===== config.mk =====
export PLATFORM = sky130hd
export DESIGN_NAME = lmsp_frame_mem
export DESIGN_NICKNAME = d
export VERILOG_FILES = /design/src/sv/lmsp_pkg.sv /design/src/sv/lmsp_frame_mem.sv
export SDC_FILE = /design/constraint.sdc
export NUM_CORES = 1
export LEC_CHECK = 0
export BUFFER_PORTS_ARGS = -buffer_cell sky130_fd_sc_hd__clkbuf_2
export CELL_PAD_IN_SITES_DETAIL_PLACEMENT = 2
export CELL_PAD_IN_SITES_GLOBAL_PLACEMENT = 2
export CORE_ASPECT_RATIO = 0.7
export CORE_UTILIZATION = 40
export DETAILED_ROUTE_END_ITERATION = 7
export GPL_TIMING_DRIVEN = 1
export PLACE_DENSITY_LB_ADDON = 0.05
export SYNTH_ARGS = -nofsm -noshare
export SYNTH_HDL_FRONTEND = slang
export SYNTH_SLANG_ARGS = --single-unit

===== constraint.sdc =====
create_clock -name clock -period 2.44 [get_ports clock]
set_input_delay 0.122 -clock clock [delete_from_list [all_inputs] [get_ports clock]]
set_output_delay 0.122 -clock clock [all_outputs]
set_load 0.01 [all_outputs]

===== src/sv/lmsp_pkg.sv =====
`default_nettype none

package lmsp_pkg;

   // Matrix geometry and PWM depth.
   localparam int COLUMNS      = 48;
   localparam int ROWS         = 12;
   localparam int BRIGHT_SLOTS = 8;

   // Derived sizes.
   localparam int GROUPS  = COLUMNS / 2;
   localparam int GROUP_W = $clog2(GROUPS);
   localparam int SLOT_W  = $clog2(BRIGHT_SLOTS);
   localparam int MEM_AW  = $clog2(2 * GROUPS);

   // Fixed field widths of the item channels.
   localparam int COL_IDX_W   = 6;
   localparam int COL_BITS_W  = 12;
   localparam int GROUP_IDX_W = 5;
   localparam int OUT_ROWS_W  = 12;

   // Control and status register port.
   localparam int CSR_IDX_W  = 1;
   localparam int CSR_DATA_W = 3;
   localparam int BRIGHT_W   = 3;

   localparam logic [CSR_IDX_W-1:0] CSR_BRIGHTNESS  = 1'd0;
   localparam logic [CSR_IDX_W-1:0] CSR_DISPLAY_OFF = 1'd1;

   localparam logic [BRIGHT_W-1:0] BRIGHT_RESET = 3'd3;

   // Item action codes.
   localparam logic ACT_TICK  = 1'b0;
   localparam logic ACT_WRITE = 1'b1;

   // Memory access request from the scan control to the frame store.
   typedef struct packed {
      logic              rd_en;
      logic [MEM_AW-1:0] rd_addr;
      logic              wr_even;
      logic              wr_odd;
      logic [MEM_AW-1:0] wr_addr;
      logic [ROWS-1:0]   wr_data;
   } lmsp_mem_req_type;

   // Tick information that travels alongside the frame store read.
   typedef struct packed {
      logic [GROUP_IDX_W-1:0] group_index;
      logic                   lit;
      logic                   frame_start;
   } lmsp_meta_type;

endpackage

`default_nettype wire


===== src/sv/lmsp_frame_mem.sv =====
`default_nettype none

// Frame store: even and odd columns in two memories addressed by
// bank * GROUPS + group, so one read returns a whole column pair.
module lmsp_frame_mem import lmsp_pkg::*; (
   input  wire logic             clock,
   input  wire logic             reset,
   input  wire lmsp_mem_req_type mem_req,
   output logic [ROWS-1:0]       even_rows,
   output logic [ROWS-1:0]       odd_rows
);

   localparam int DEPTH = 2 * GROUPS;

   logic [ROWS-1:0] even_mem [DEPTH];
   logic [ROWS-1:0] odd_mem  [DEPTH];

   logic [DEPTH-1:0] even_vld_ff;
   logic [DEPTH-1:0] odd_vld_ff;

   logic [ROWS-1:0] even_data_ff;
   logic [ROWS-1:0] odd_data_ff;
   logic            even_hit_ff;
   logic            odd_hit_ff;

   // Memory writes and registered reads.
   always_ff @(posedge clock) begin
      if (mem_req.wr_even) begin
         even_mem[mem_req.wr_addr] <= mem_req.wr_data;
      end
      if (mem_req.wr_odd) begin
         odd_mem[mem_req.wr_addr] <= mem_req.wr_data;
      end
      if (mem_req.rd_en) begin
         even_data_ff <= even_mem[mem_req.rd_addr];
         odd_data_ff  <= odd_mem[mem_req.rd_addr];
      end
   end

   // Written flags; an entry never written since reset reads as zero.
   always_ff @(posedge clock) begin
      if (reset) begin
         even_vld_ff <= '0;
         odd_vld_ff  <= '0;
         even_hit_ff <= 1'b0;
         odd_hit_ff  <= 1'b0;
      end else begin
         if (mem_req.wr_even) begin
            even_vld_ff[mem_req.wr_addr] <= 1'b1;
         end
         if (mem_req.wr_odd) begin
            odd_vld_ff[mem_req.wr_addr] <= 1'b1;
         end
         if (mem_req.rd_en) begin
            even_hit_ff <= even_vld_ff[mem_req.rd_addr];
            odd_hit_ff  <= odd_vld_ff[mem_req.rd_addr];
         end
      end
   end

   assign even_rows = even_hit_ff ? even_data_ff : '0;
   assign odd_rows  = odd_hit_ff ? odd_data_ff : '0;

endmodule

`default_nettype wire


==> summary.md <==
| Metric | Value |
|---|---|
| First-pass GRT wire length | 203000 µm |
| Num Clock Sinks | 1274 |
| IO buf count | 52 |
| Total power | 47.1 mW |
| Register area share after synthesis | 76.8% |
| Synth Area in Simple Gates | 3.01% |
| Initial antenna violation count | 13 |
| GRT Residual Overflow | 0 |
| Synthesized instance count | 2276 |
| Worst skew pair latency | 0.75 ns |
| DP Wirelength | 88300 µm |
| Fillers | 10600 |
| I/O pin total | 53 |
| Iteration-0 DRC Markers | 2422 |
| Reg2reg setup slack | 0.35 ns |
| Period Utilization, post-route | 85.8% |
| Commonest non-fill, non-tap cells in the layout | edfxtp_1, mux4_2, nor2_1, buf_4, clkbuf_16 |
| Vias after detailed routing | 24600 |
| Largest net degree at the start of global routing | 97 |
| Post-Synthesis Cell Area | 0.0485 mm² |
| Num CTS Buffers | 133 |
| Inst Count DP | 4104 |
| Die width | 418 µm |
| Total GRT Usage | 23.8% |
| Post-Syn Area per Cell | 21.3 µm² |
| Post-DP Area | 0.0532 mm² |
| Xor/xnor share of the synthesized area | 0% |
| Max Slew Vio Count | 0 |
| DIE AREA | 0.123 mm² |
| Share of cells above drive strength 1 | 31.7% |
| Crit path DAT | 2.59 ns |
| Compound-Gate Fraction of Synth Area | 1.62% |
| Rel. slew slack | 20.8% |
| Leakage power | 18.8 nW |
| Min Hold Slack | 0.0836 ns |
| First-pass iteration count of the detailed router | 5 |
| Slew of the pin with the lowest slew margin | 1.19 ns |
| Vias in the first global route | 26300 |
| Finished Layout Cells | 4359 |
| Peak VDD IR | 0.000669 V |
| H-Tree Depth | 4 |
| # nets final | 2659 |
| Commonest non-fill, non-tap cell in the layout | edfxtp_1 |
| Yosys cell types | 33 |
| Clock skew | 0.0252 ns |
| CP required | 2.93 ns |
| Number of max-cap violations | 0 |
| Period minus WS final | 2.09 ns |
| Die Span Y | 293 µm |
| Design Area, Final | 0.0576 mm² |
| Initial Util | 40.5% |
| Row count | 106 |
| CTS tree | done |
| Core ar. | 0.120 mm² |
| Crit end category | register |
| Largest family of logic cells by synthesized area | multiplexers |
| Setup crit start kind | register |
| Routed WL per cell | 32.8 µm |
| Worst hold path class | input pin to register |
| Gpl congestion | 0.783 |
| Final antenna-violating net count | 0 |
| Yosys warns | 0 |
| Total length of routed wires | 143000 µm |
| Syn Nets | 2305 |
| Mux share of post-synthesis cell area | 17.3% |
| Final setup vio count | 0 |
| Cell area power density | 818 mW/mm² |
| Via density | 5.65 |
| Area Growth Syn to Fin | 18.8% |
| Max Root-Sink Buffers | 3 |
| Worst-path fanout max | 1 |
| Unrepaired setup endpoints after global routing | false |
| Post-Synth Adder-Cell Area | 0% |
| Status | finished clean |
| Crit Path Category | register to register |
| Fmax | 0.477 GHz |
| Root Driver | clkbuf_16 |
| Clk slew on worst S/H paths | 0.06 ns |
| Hold Violations, Final | 0 |
| DRC violations left | 0 |
| Setup TNS | 0 ns |
| Flops & latches, synth | 1274 |
==> power breakdown <==
part / internal [mW] / switching (mW)
logic: 1.03 / 1.52
clock network: 11.9 / 8.53
registers: 24.0 / 0.0777
total: 37.0 / 10.1
==> critical path, cell delays in order (launching register included) <==
cell and delay, ns:
edfxtp_1 0.36, mux4_2 0.49, o22ai_1 0.36, buf_4 0.19, a211oi_1 0.05, buf_4 0.18
a22o_1 0.20
==> logic make-up (layout without fill, tap and decap cells) <==
family                 count (synthesis)  after routing
buffers and inverters                125            585
muxes                                417            417
other                                  0              3
AOI/OAI and AO/OA                    105            105
DFF                                 1274           1274
and+or+nand+nor                      355            355
==> routing by layer <==
metal / GRT usage (%) / routed length, µm / vias up
li1: - / - / 10100
met1: 34.9 / 65500 / 13700
met2: 37.2 / 67400 / 645
met3: 3.38 / 6900 / 184
met4: 7.03 / 3260 / 0
met5: 0 / 0 / -
==> worst paths after layout <==
| kind | start | cells after the start | to |
|---|---|---|---|
| max | odd_mem[29][11]$_DFFE_PP_ | 6 | odd_data_ff[11]$_DFFE_PP_ |
| min | mem_req[2] | 1 | even_mem[14][2]$_DFFE_PP_ |
| max reg2reg | odd_mem[29][11]$_DFFE_PP_ | 6 | odd_data_ff[11]$_DFFE_PP_ |
| min reg2reg | odd_vld_ff[14]$_SDFFE_PP0P_ | 2 | odd_vld_ff[14]$_SDFFE_PP0P_ |
==> state kept, by name, indices dropped and copies added, names as in the netlist <==
| signal | count |
|---|---|
| even_data_ff | 12 |
| even_hit_ff | 1 |
| even_mem | 576 |
| even_vld_ff | 48 |
| odd_data_ff | 12 |
| odd_hit_ff | 1 |
| odd_mem | 576 |
| odd_vld_ff | 48 |
==> stage by stage <==
stage / utilization [%] / setup WS, ns
finish: 48.1 / 0.346
global route: 48.1 / 0.328
CTS: 48.1 / 0.0118
detailed placement: 44.4 / -0.168
global placement: 44.4 / -0.150
floorplan: - / 0.403
==> cell type report <==
cell class                 instances  area, µm²  share of cell area (%)
sequential                      1274      37300                    64.7
multi-input combinational        877      10700                    18.5
antenna                            3       7.51                  0.0130
tap                             1620       2030                    3.52
clock inverter                    56        577                    1.00
timing repair buffer             343       3360                    5.83
clock buffer                     185       3730                    6.47
inverter                           1       3.75                 0.00651
==> Yosys cell counts (all sizes together) <==
| master | number | area share [%] |
|---|---|---|
| a31oi | 1 | 0.013 |
| nor2 | 293 | 2.3 |
| mux2 | 3 | 0.070 |
| nand2 | 11 | 0.085 |
| o21ai | 1 | 0.010 |
| a2111oi | 1 | 0.018 |
| a22oi | 24 | 0.37 |
| mux4 | 337 | 16 |
| o31ai | 1 | 0.015 |
| or3b | 2 | 0.036 |
| o2111ai | 1 | 0.018 |
| a21oi | 1 | 0.010 |
| mux2i | 77 | 1.6 |
| nand3 | 10 | 0.10 |
| nand3b | 4 | 0.062 |
| a311oi | 1 | 0.018 |
| nor3 | 1 | 0.010 |
| o22ai | 24 | 0.31 |
| a22o | 24 | 0.43 |
| a211oi | 25 | 0.39 |
| and2 | 24 | 0.31 |
| dfxtp | 98 | 4.0 |
| buf | 66 | 0.78 |
| or3 | 1 | 0.013 |
| clkbuf | 58 | 0.45 |
| edfxtp | 1176 | 73 |
| nor2b | 7 | 0.090 |
| a311o | 1 | 0.021 |
| inv | 1 | 0.0077 |
| nor3b | 2 | 0.031 |
==> repair_timing <==
item / in CTS / in global routing
resized for setup: 0 / 1
buffers inserted: 0 / 0
endpoints found under the hold margin: 350 / 0
hold buffers: 12 / 0
endpoints found under the setup margin: 0 / 1
Power figures use the tool's default switching activity.
