===== config.mk =====
export PLATFORM = sky130hd
export DESIGN_NAME = lmsp_scan_ctrl
export DESIGN_NICKNAME = d
export VERILOG_FILES = /design/src/sv/lmsp_pkg.sv /design/src/sv/lmsp_scan_ctrl.sv
export SDC_FILE = /design/constraint.sdc
export NUM_CORES = 1
export LEC_CHECK = 0
export ABC_CLOCK_PERIOD_IN_PS = 2100
export BUFFER_PORTS_ARGS = -buffer_cell sky130_fd_sc_hd__buf_2
export CORE_UTILIZATION = 42
export CTS_CLUSTER_DIAMETER = 40
export DETAILED_ROUTE_END_ITERATION = 7
export GPL_TIMING_DRIVEN = 0
export PLACE_DENSITY = 0.79
export SYNTH_ARGS = -nofsm -noshare
export SYNTH_HDL_FRONTEND = slang
export SYNTH_SLANG_ARGS = --single-unit

===== constraint.sdc =====
create_clock -name clock -period 2.1 [get_ports clock]
set_clock_uncertainty 0.2 [all_clocks]
set_input_delay 0.105 -clock clock [delete_from_list [all_inputs] [get_ports clock]]
set_output_delay 0.105 -clock clock [all_outputs]
set_load 0.02 [all_outputs]

===== src/sv/lmsp_pkg.sv =====
`default_nettype none

package lmsp_pkg;

   // Matrix geometry and PWM depth.
   localparam int COLUMNS      = 48;
   localparam int ROWS         = 12;
   localparam int BRIGHT_SLOTS = 8;

   // Derived sizes.
   localparam int GROUPS  = COLUMNS / 2;
   localparam int GROUP_W = $clog2(GROUPS);
   localparam int SLOT_W  = $clog2(BRIGHT_SLOTS);
   localparam int MEM_AW  = $clog2(2 * GROUPS);

   // Fixed field widths of the item channels.
   localparam int COL_IDX_W   = 6;
   localparam int COL_BITS_W  = 12;
   localparam int GROUP_IDX_W = 5;
   localparam int OUT_ROWS_W  = 12;

   // Control and status register port.
   localparam int CSR_IDX_W  = 1;
   localparam int CSR_DATA_W = 3;
   localparam int BRIGHT_W   = 3;

   localparam logic [CSR_IDX_W-1:0] CSR_BRIGHTNESS  = 1'd0;
   localparam logic [CSR_IDX_W-1:0] CSR_DISPLAY_OFF = 1'd1;

   localparam logic [BRIGHT_W-1:0] BRIGHT_RESET = 3'd3;

   // Item action codes.
   localparam logic ACT_TICK  = 1'b0;
   localparam logic ACT_WRITE = 1'b1;

   // Memory access request from the scan control to the frame store.
   typedef struct packed {
      logic              rd_en;
      logic [MEM_AW-1:0] rd_addr;
      logic              wr_even;
      logic              wr_odd;
      logic [MEM_AW-1:0] wr_addr;
      logic [ROWS-1:0]   wr_data;
   } lmsp_mem_req_type;

   // Tick information that travels alongside the frame store read.
   typedef struct packed {
      logic [GROUP_IDX_W-1:0] group_index;
      logic                   lit;
      logic                   frame_start;
   } lmsp_meta_type;

endpackage

`default_nettype wire


===== src/sv/lmsp_scan_ctrl.sv =====
`default_nettype none

// Scan control: configuration registers, group and slot counters, frame
// bank selection, and the memory requests for ticks and column writes.
module lmsp_scan_ctrl import lmsp_pkg::*; (
   input  wire logic                  clock,
   input  wire logic                  reset,
   input  wire logic                  csr_we,
   input  wire logic [CSR_IDX_W-1:0]  csr_index,
   input  wire logic [CSR_DATA_W-1:0] csr_wdata,
   input  wire logic                  tick_en,
   input  wire logic                  write_en,
   input  wire logic [COL_IDX_W-1:0]  column_index,
   input  wire logic [COL_BITS_W-1:0] column_bits,
   output lmsp_mem_req_type           mem_req,
   output lmsp_meta_type              meta
);

   logic [BRIGHT_W-1:0] brightness_ff;
   logic                display_off_ff;
   logic                front_ff;
   logic [GROUP_W-1:0]  group_ff;
   logic [SLOT_W-1:0]   slot_ff;

   logic                front_in;
   logic [GROUP_W-1:0]  group_in;
   logic [SLOT_W-1:0]   slot_in;

   logic                on;
   logic                col_ok;
   logic [GROUP_W-1:0]  wr_group;

   function automatic logic [MEM_AW-1:0] frame_addr(input logic bank,
                                                    input logic [GROUP_W-1:0] grp);
      return bank ? MEM_AW'(GROUPS) + MEM_AW'(grp) : MEM_AW'(grp);
   endfunction

   // Configuration register writes.
   always_ff @(posedge clock) begin
      if (reset) begin
         brightness_ff  <= BRIGHT_RESET;
         display_off_ff <= 1'b0;
      end else if (csr_we) begin
         unique case (csr_index)
            CSR_BRIGHTNESS:  brightness_ff  <= BRIGHT_W'(csr_wdata);
            CSR_DISPLAY_OFF: display_off_ff <= csr_wdata[0];
            default: ;
         endcase
      end
   end

   assign on = !display_off_ff;

   // Counter advance: group, then slot on group wrap, then bank on slot wrap.
   always_comb begin
      front_in = front_ff;
      group_in = group_ff;
      slot_in  = slot_ff;
      if (tick_en && on) begin
         if (group_ff == GROUP_W'(GROUPS - 1)) begin
            group_in = '0;
            if (slot_ff == SLOT_W'(BRIGHT_SLOTS - 1)) begin
               slot_in  = '0;
               front_in = !front_ff;
            end else begin
               slot_in = slot_ff + 1'b1;
            end
         end else begin
            group_in = group_ff + 1'b1;
         end
      end
   end

   always_ff @(posedge clock) begin
      if (reset) begin
         front_ff <= 1'b0;
         group_ff <= '0;
         slot_ff  <= '0;
      end else begin
         front_ff <= front_in;
         group_ff <= group_in;
         slot_ff  <= slot_in;
      end
   end

   // Tick status, taken from the counters before they advance.
   assign meta.group_index = GROUP_IDX_W'(group_ff);
   assign meta.lit         = on && (32'(slot_ff) <= 32'(brightness_ff));
   assign meta.frame_start = on && (group_ff == '0) && (slot_ff == '0);

   // Column writes go to the back bank; out-of-range columns are dropped.
   assign col_ok   = 32'(column_index) < COLUMNS;
   assign wr_group = GROUP_W'(column_index >> 1);

   assign mem_req.rd_en   = tick_en;
   assign mem_req.rd_addr = frame_addr(front_ff, group_ff);
   assign mem_req.wr_even = write_en && col_ok && !column_index[0];
   assign mem_req.wr_odd  = write_en && col_ok && column_index[0];
   assign mem_req.wr_addr = frame_addr(!front_ff, wr_group);
   assign mem_req.wr_data = ROWS'(column_bits);

endmodule

`default_nettype wire


==> results of run 1 <==
==> logic make-up (layout without fill, tap and decap cells) <==
family,after synthesis,count (layout),share of synthesized area
fa+ha+maj,11,11,0.1392
xor+xnor,3,3,0.02659
mux,4,4,0.04051
buf+inv,33,90,0.2051
flops,13,13,0.2633
simple gates,35,35,0.2177
compound gates,18,18,0.1076
==> cells in the final DEF, fill, tap and decap left out <==
cell / Yosys / layout
inv_1: 11 / 11
nor2b_1: 4 / 3
buf_2: 0 / 45
dfxtp_2: 0 / 1
buf_6: 1 / 1
nor2b_2: 0 / 1
and2b_2: 1 / 1
nand3_1: 5 / 5
ha_1: 11 / 11
nand2_1: 4 / 4
nor2_1: 8 / 8
clkbuf_1: 2 / 3
or4_1: 3 / 3
nand4_1: 2 / 2
o21ai_0: 5 / 5
a221oi_1: 1 / 1
xnor2_1: 1 / 1
nand3b_1: 1 / 1
and3b_1: 1 / 1
a21oi_1: 8 / 8
a211o_1: 2 / 2
dlygate4sd3_1: 0 / 8
xor2_1: 2 / 2
and4b_1: 1 / 1
clkbuf_4: 0 / 3
dfxtp_1: 13 / 12
o21a_1: 1 / 1
mux2i_1: 4 / 4
buf_4: 19 / 19
o31ai_1: 1 / 1
or2b_1: 1 / 1
nand2b_4: 1 / 1
nor3b_1: 1 / 1
nor4_1: 1 / 1
nand4b_2: 1 / 1
==> layout make-up <==
class / instances / area [sq um]
Buffer: 22 / 161.4
Clock buffer: 4 / 26.28
Multi-Input combinational cell: 71 / 528.0
Inverter: 11 / 41.29
Tap cell: 28 / 35.03
Sequential cell: 13 / 261.5
Timing Repair Buffer: 53 / 305.3
Fill cell: 197 / 853.3
==> report_power, final <==
| part | switching [W] | internal [W] |
|---|---|---|
| clock network | 0.0000871 | 0.0000737 |
| registers | 0.00000779 | 0.000254 |
| logic | 0.0000941 | 0.0000865 |
| total | 0.000189 | 0.000414 |
==> routing by layer <==
layer / track usage / share of wire
met1: 0.2081 / 0.38
met2: 0.3467 / 0.55
met3: 0.02424 / 0.042
met4: 0.1065 / 0.022
met5: 0 / 0
==> metrics by stage <==
stage | util | setup slack, ps
after global routing | 0.6143 | 2.656
after global placement | 0.5645 | 398.0
final | 0.6143 | 106.6
after floorplan | - | 303.0
after CTS | 0.6126 | 100.2
after detailed placement | 0.5645 | 361.1
==> state kept, by name, indices dropped and copies added (netlist names) <==
register / count
front_ff: 1
display_off_ff: 1
brightness_ff: 3
group_ff: 5
slot_ff: 3
==> worst min-delay path: stages <==
cell and delay (ps):
buf_2 130, nand3b_1 90, xor2_1 70, nor2_1 80
==> worst min-delay path by stage <==
stage,to,slack (ps),depth (start not counted)
5_1_grt,group_ff[2]$_SDFFE_PP0P_,50,4
6_report,group_ff[2]$_SDFFE_PP0P_,30,4
3_5_place_dp,brightness_ff[1]$_SDFFE_PP1P_,140,2
3_3_place_gp,brightness_ff[1]$_SDFFE_PP1P_,110,2
4_1_cts,group_ff[2]$_SDFFE_PP0P_,40,4
2_1_floorplan,brightness_ff[0]$_SDFFE_PP1P_,-0.6,1
==> what timing repair did <==
action                                  in CTS  in global routing
hold buffers                                 8                  0
hold endpoints to repair                     5                  0
gates resized for setup                      0                  2
endpoints found under the setup margin       0                  3
==> flow_metrics.env, run 1 <==
export IMPL_reg2reg_from="group_ff[1]$_SDFFE_PP0P_"
export IMPL_grt_pass1_wl_microns=3670
export IMPL_hold_ws_ps=29.58
export IMPL_yosysMostFrequentCell="buf_4"
export IMPL_hp_start="tick_en"
export IMPL_powerDensity_nw_per_um2=443.9
export IMPL_routed_via_density=4.936
export IMPL_drt_iter0_drc=29
export IMPL_cap_violations=0
export IMPL_cts_made_buffers=3
export IMPL_fin_crit_ps=1993
export IMPL_worst_hold_path_type="primary input to flip-flop"
export IMPL_post_drt_wl_per_cell_microns=11.43
export IMPL_outcome="finished, final reports clean"
export IMPL_relSlewSlack=0.6972
export IMPL_slowest_stage="dfxtp_1"
export IMPL_total_power_w=0.0006031
export IMPL_reg2reg_depth=4
export IMPL_drive_above_1_share=0.4195
export IMPL_synth_seq_cells=13
export IMPL_end_kind="output pin"
export IMPL_rsz0062_at_grt="false"
export IMPL_yosysWarnings=0
export IMPL_grt_pass1_vias=867
export IMPL_ir_drop_uv=285.3
export IMPL_vias=997
export IMPL_synthArstFlopShare=0
export IMPL_hold_viol_final=0
export IMPL_antenna_found_initial=0
export IMPL_synth_area_leaders="dfxtp_1, buf_4, ha_1"
export IMPL_cp_depth=6
export IMPL_final_area_sq_um=1359
export IMPL_ys_seq_area_frac=0.2633
export IMPL_nets=213
export IMPL_tns_ps=0
export IMPL_cts_tree="done"
export IMPL_critPathCapture="meta[1]"
export IMPL_reg2reg_setup_slack_ps=310
export IMPL_syn_area_sq_um=988.4
export IMPL_final_cells=202
export IMPL_io_pins=61
export IMPL_max_freq_mhz=501.6
export IMPL_cp_num_buf_inv=2
export IMPL_synth_edf_count=0
export IMPL_setup_worst_path_start_class="flip-flop"
export IMPL_firstDrtPassIters=4
export IMPL_post_cts_repair_setup_buffers=0
export IMPL_worstPathArrival_ps=1690
export IMPL_leakage_nw=0.7095
export IMPL_row_count=17
export IMPL_io_buffers=45
export IMPL_hpwl_microns=1658
export IMPL_postPlaceCellArea_sq_um=1249
export IMPL_clkSinkCount=13
export IMPL_die_area_sq_um=2551
export IMPL_placed_cells=190
export IMPL_avgSynthCellArea_sq_um=8.448
export IMPL_yosys_top_cells_count="buf_4, dfxtp_1, ha_1, inv_1"
export IMPL_antenna_left=0
export IMPL_final_max_slew_viol_count=0
export IMPL_required_ps=1790
export IMPL_dieHeight_microns=50.51
export IMPL_start_util=0.4468
export IMPL_grt_util_all_layers=0.1898
export IMPL_dieWidth_microns=50.51
export IMPL_grt_max_degree=11
export IMPL_setup_viol=0
export IMPL_cp_max_fo=2
export IMPL_synth_top_area_cell="dfxtp_1"
export IMPL_clock_latency_ps=280
export IMPL_grt_overflow=0
export IMPL_crit_chain="inv_1 -> ha_1 -> nor2b_1 -> o21a_1 -> a221oi_1 -> buf_2"
export IMPL_syn_nets=155
export IMPL_cts_root_buf="clkbuf_4"
export IMPL_clkTransAtPathRegs_ps=80
export IMPL_max_stage_delay_ps=320
export IMPL_antenna_cells=0
export IMPL_netlist_area_leader_share=0.2633
export IMPL_synthDistinctLibCells=30
export IMPL_crit_type="flip-flop to output pin"
export IMPL_cp_startpoint="brightness_ff[1]$_SDFFE_PP1P_"
export IMPL_ys_flop_type="dfxtp_1"
export IMPL_syn_inst=117
export IMPL_core_area_sq_um=2212
export IMPL_routabilityCongestion=0.7952
export IMPL_cts_path_max_buffers=2
export IMPL_h_tree_depth=1
export IMPL_wirelength_microns=2309
export IMPL_crit_family="compound AO/OA/AOI/OAI gates"
export IMPL_period_share=0.9493
export IMPL_area_growth_pct=37.47
export IMPL_post_route_drc_count=0
export IMPL_worst_pin_slew_ps=454.1
export IMPL_timing_rr_end="slot_ff[0]$_SDFFE_PP0P_"
Power figures use the tool's default switching activity.
==> run 2: changes to the inputs <==
--- a/config.mk
+++ b/config.mk
@@ -6,12 +6,12 @@
 export NUM_CORES = 1
 export LEC_CHECK = 0
 export ABC_CLOCK_PERIOD_IN_PS = 2100
-export BUFFER_PORTS_ARGS = -buffer_cell sky130_fd_sc_hd__buf_2
-export CORE_UTILIZATION = 42
+export CORE_UTILIZATION = 55
 export CTS_CLUSTER_DIAMETER = 40
 export DETAILED_ROUTE_END_ITERATION = 7
+export DONT_BUFFER_PORTS = 1
 export GPL_TIMING_DRIVEN = 0
-export PLACE_DENSITY = 0.79
+export PLACE_DENSITY = 0.7
 export SYNTH_ARGS = -nofsm -noshare
 export SYNTH_HDL_FRONTEND = slang
 export SYNTH_SLANG_ARGS = --single-unit
==> run 2 against run 1 <==
Highest routed layer unchanged. Via count is 16% lower. First-iteration DRC count fell by 59%. Sequential power increased by 2%. Routed wire length decreased by 10%. Non-clock buffer count is 44 lower. Sequential share of layout area increased by 3.4 points. Sequential cell count is the same. Global-route usage increased by 2.6 points. Worst setup slack worse by 14 ps. Clock power about the same.
==> flow_metrics.env, run 2 (same netlist as run 1, synthesis figures left out) <==
export IMPL_post_cts_repair_setup_buffers=0
export IMPL_outcome="finished, final reports clean"
export IMPL_nets=169
export IMPL_rsz0062_at_grt="false"
export IMPL_setup_viol=0
export IMPL_antenna_found_initial=0
export IMPL_p_clk_frac=0.281
export IMPL_h_tree_depth=1
export IMPL_io_buffers=0
export IMPL_max_freq_mhz=498.1
export IMPL_start_util=0.6201
export IMPL_final_max_slew_viol_count=0
export IMPL_combinationalPowerShare=0.251
export IMPL_core_area_sq_um=1594
export IMPL_top_register="group_ff"
export IMPL_drive_above_1_share=0.2154
export IMPL_critPathCapture="meta[1]"
export IMPL_end_kind="output pin"
export IMPL_period_share=0.9560
export IMPL_grt_util_all_layers=0.2162
export IMPL_hpwl_microns=1415
export IMPL_grt_pass1_vias=694
export IMPL_total_power_w=0.0005681
export IMPL_wirelength_microns=2071
export IMPL_cp_startpoint="slot_ff[0]$_SDFFE_PP0P_"
export IMPL_post_route_drc_count=0
export IMPL_crit_type="flip-flop to output pin"
export IMPL_cp_max_fo=4
export IMPL_dieHeight_microns=44.40
export IMPL_fin_ws_ps=92.45
export IMPL_grt_max_degree=11
export IMPL_clock_latency_ps=270
export IMPL_leakage_nw=0.5213
export IMPL_most_common_layout_cells="buf_4, dfxtp_1, inv_1, ha_1, dlygate4sd3_1"
export IMPL_cts_tree="done"
export IMPL_powerDensity_nw_per_um2=495.2
export IMPL_worst_pin_slew_ps=654.9
export IMPL_die_area_sq_um=1971
export IMPL_clkTransAtPathRegs_ps=90
export IMPL_tns_ps=0
export IMPL_clkSinkCount=13
export IMPL_fin_crit_ps=2008
export IMPL_multiInputGateArea_sq_um=538.0
export IMPL_required_ps=1790
export IMPL_grt_overflow=0
export IMPL_vias=838
export IMPL_seq_area_sq_um=260.3
export IMPL_antenna_cells=0
export IMPL_internal_power_w=0.0003899
export IMPL_reg2reg_depth=4
export IMPL_setup_worst_path_start_class="flip-flop"
export IMPL_final_common_cell="buf_4"
export IMPL_swShare=0.3137
export IMPL_grt_pass1_wl_microns=3077
export IMPL_top_regs="group_ff: 5 flops, brightness_ff: 3 flops, slot_ff: 3 flops"
export IMPL_hold_viol_final=0
export IMPL_cts_root_buf="clkbuf_4"
export IMPL_reg2reg_from="group_ff[1]$_SDFFE_PP0P_"
export IMPL_place_ws_ps=198.1
export IMPL_io_pins=61
export IMPL_cts_path_max_buffers=2
export IMPL_fin_util=0.7198
export IMPL_row_count=14
export IMPL_worst_hold_path_type="primary input to flip-flop"
export IMPL_switching_power_w=0.0001782
export IMPL_antenna_left=0
export IMPL_cap_violations=0
export IMPL_p_seq_frac=0.468
export IMPL_area_growth_pct=16.08
export IMPL_nFillCells=112
export IMPL_largest_reg_flops=5
export IMPL_dieWidth_microns=44.40
export IMPL_cts_made_buffers=3
export IMPL_min_path_cells=2
export IMPL_post_drt_wl_per_cell_microns=13.45
export IMPL_routabilityCongestion=0.7876
export IMPL_firstDrtPassIters=4
export IMPL_ir_drop_uv=359.7
export IMPL_timing_rr_end="front_ff$_SDFFE_PP0P_"
export IMPL_relSlewSlack=0.5625
export IMPL_reg2reg_setup_slack_ps=160
export IMPL_worstPathArrival_ps=1700
export IMPL_routed_via_density=5.442
export IMPL_drt_iter0_drc=12
## run 2: layer usage
| metal | GRT usage | vias up | part of all wire |
|---|---|---|---|
| met5 | 0 | - | 0 |
| met4 | 0.09091 | 0 | 0.019 |
| met3 | 0.04898 | 4 | 0.064 |
| met2 | 0.3559 | 48 | 0.49 |
| met1 | 0.2707 | 381 | 0.43 |
| li1 | - | 405 | - |
## run 2: cell type report
| type | count | area share |
|---|---|---|
| Buffer | 22 | 0.1407 |
| Clock buffer | 4 | 0.02290 |
| Inverter | 11 | 0.03599 |
| Multi-Input combinational cell | 71 | 0.4689 |
| Sequential cell | 13 | 0.2268 |
| Tap cell | 24 | 0.02617 |
| Timing Repair Buffer | 9 | 0.07852 |
## run 2: power by group through the flow
stage                     Clock, W  Sequential, W  Combinational, W
after floorplan                  0       0.000270          0.000111
after global placement           0       0.000271          0.000120
after detailed placement         0       0.000272          0.000123
after CTS                 0.000160       0.000266          0.000140
after global routing      0.000174       0.000268          0.000152
final                     0.000159       0.000266          0.000143
## run 2: what timing repair did
item / in CTS / in global routing
setup endpoints to repair: 1 / 1
hold buffers: 9 / 0
resized for setup: 1 / 1
endpoints found under the hold margin: 10 / 0
## run 2: how the worst min path moves through the flow
stage                from                       endpoint
floorplan           reset  brightness_ff[0]$_SDFFE_PP1P_
global placement    reset  brightness_ff[1]$_SDFFE_PP1P_
detailed placement  reset  brightness_ff[1]$_SDFFE_PP1P_
CTS                 reset    display_off_ff$_SDFFE_PP0P_
global route        reset       group_ff[2]$_SDFFE_PP0P_
finish              reset    display_off_ff$_SDFFE_PP0P_
## run 2: per-stage QoR
stage	instances	hold slack [ps]	cell area (sq um)
4_1_cts	154	25.16	1141
3_3_place_gp	141	1.269	1018
2_1_floorplan	117	-0.6384	988.4
5_1_grt	154	42.14	1147
6_report	154	18.86	1147
3_5_place_dp	141	5.297	1018
## run 2: worst max-delay path: stages (launching register included)
cell	delay [ps]
dfxtp_1	380
inv_1	80
ha_1	270
nand3_1	100
o21a_1	130
a221oi_2	460
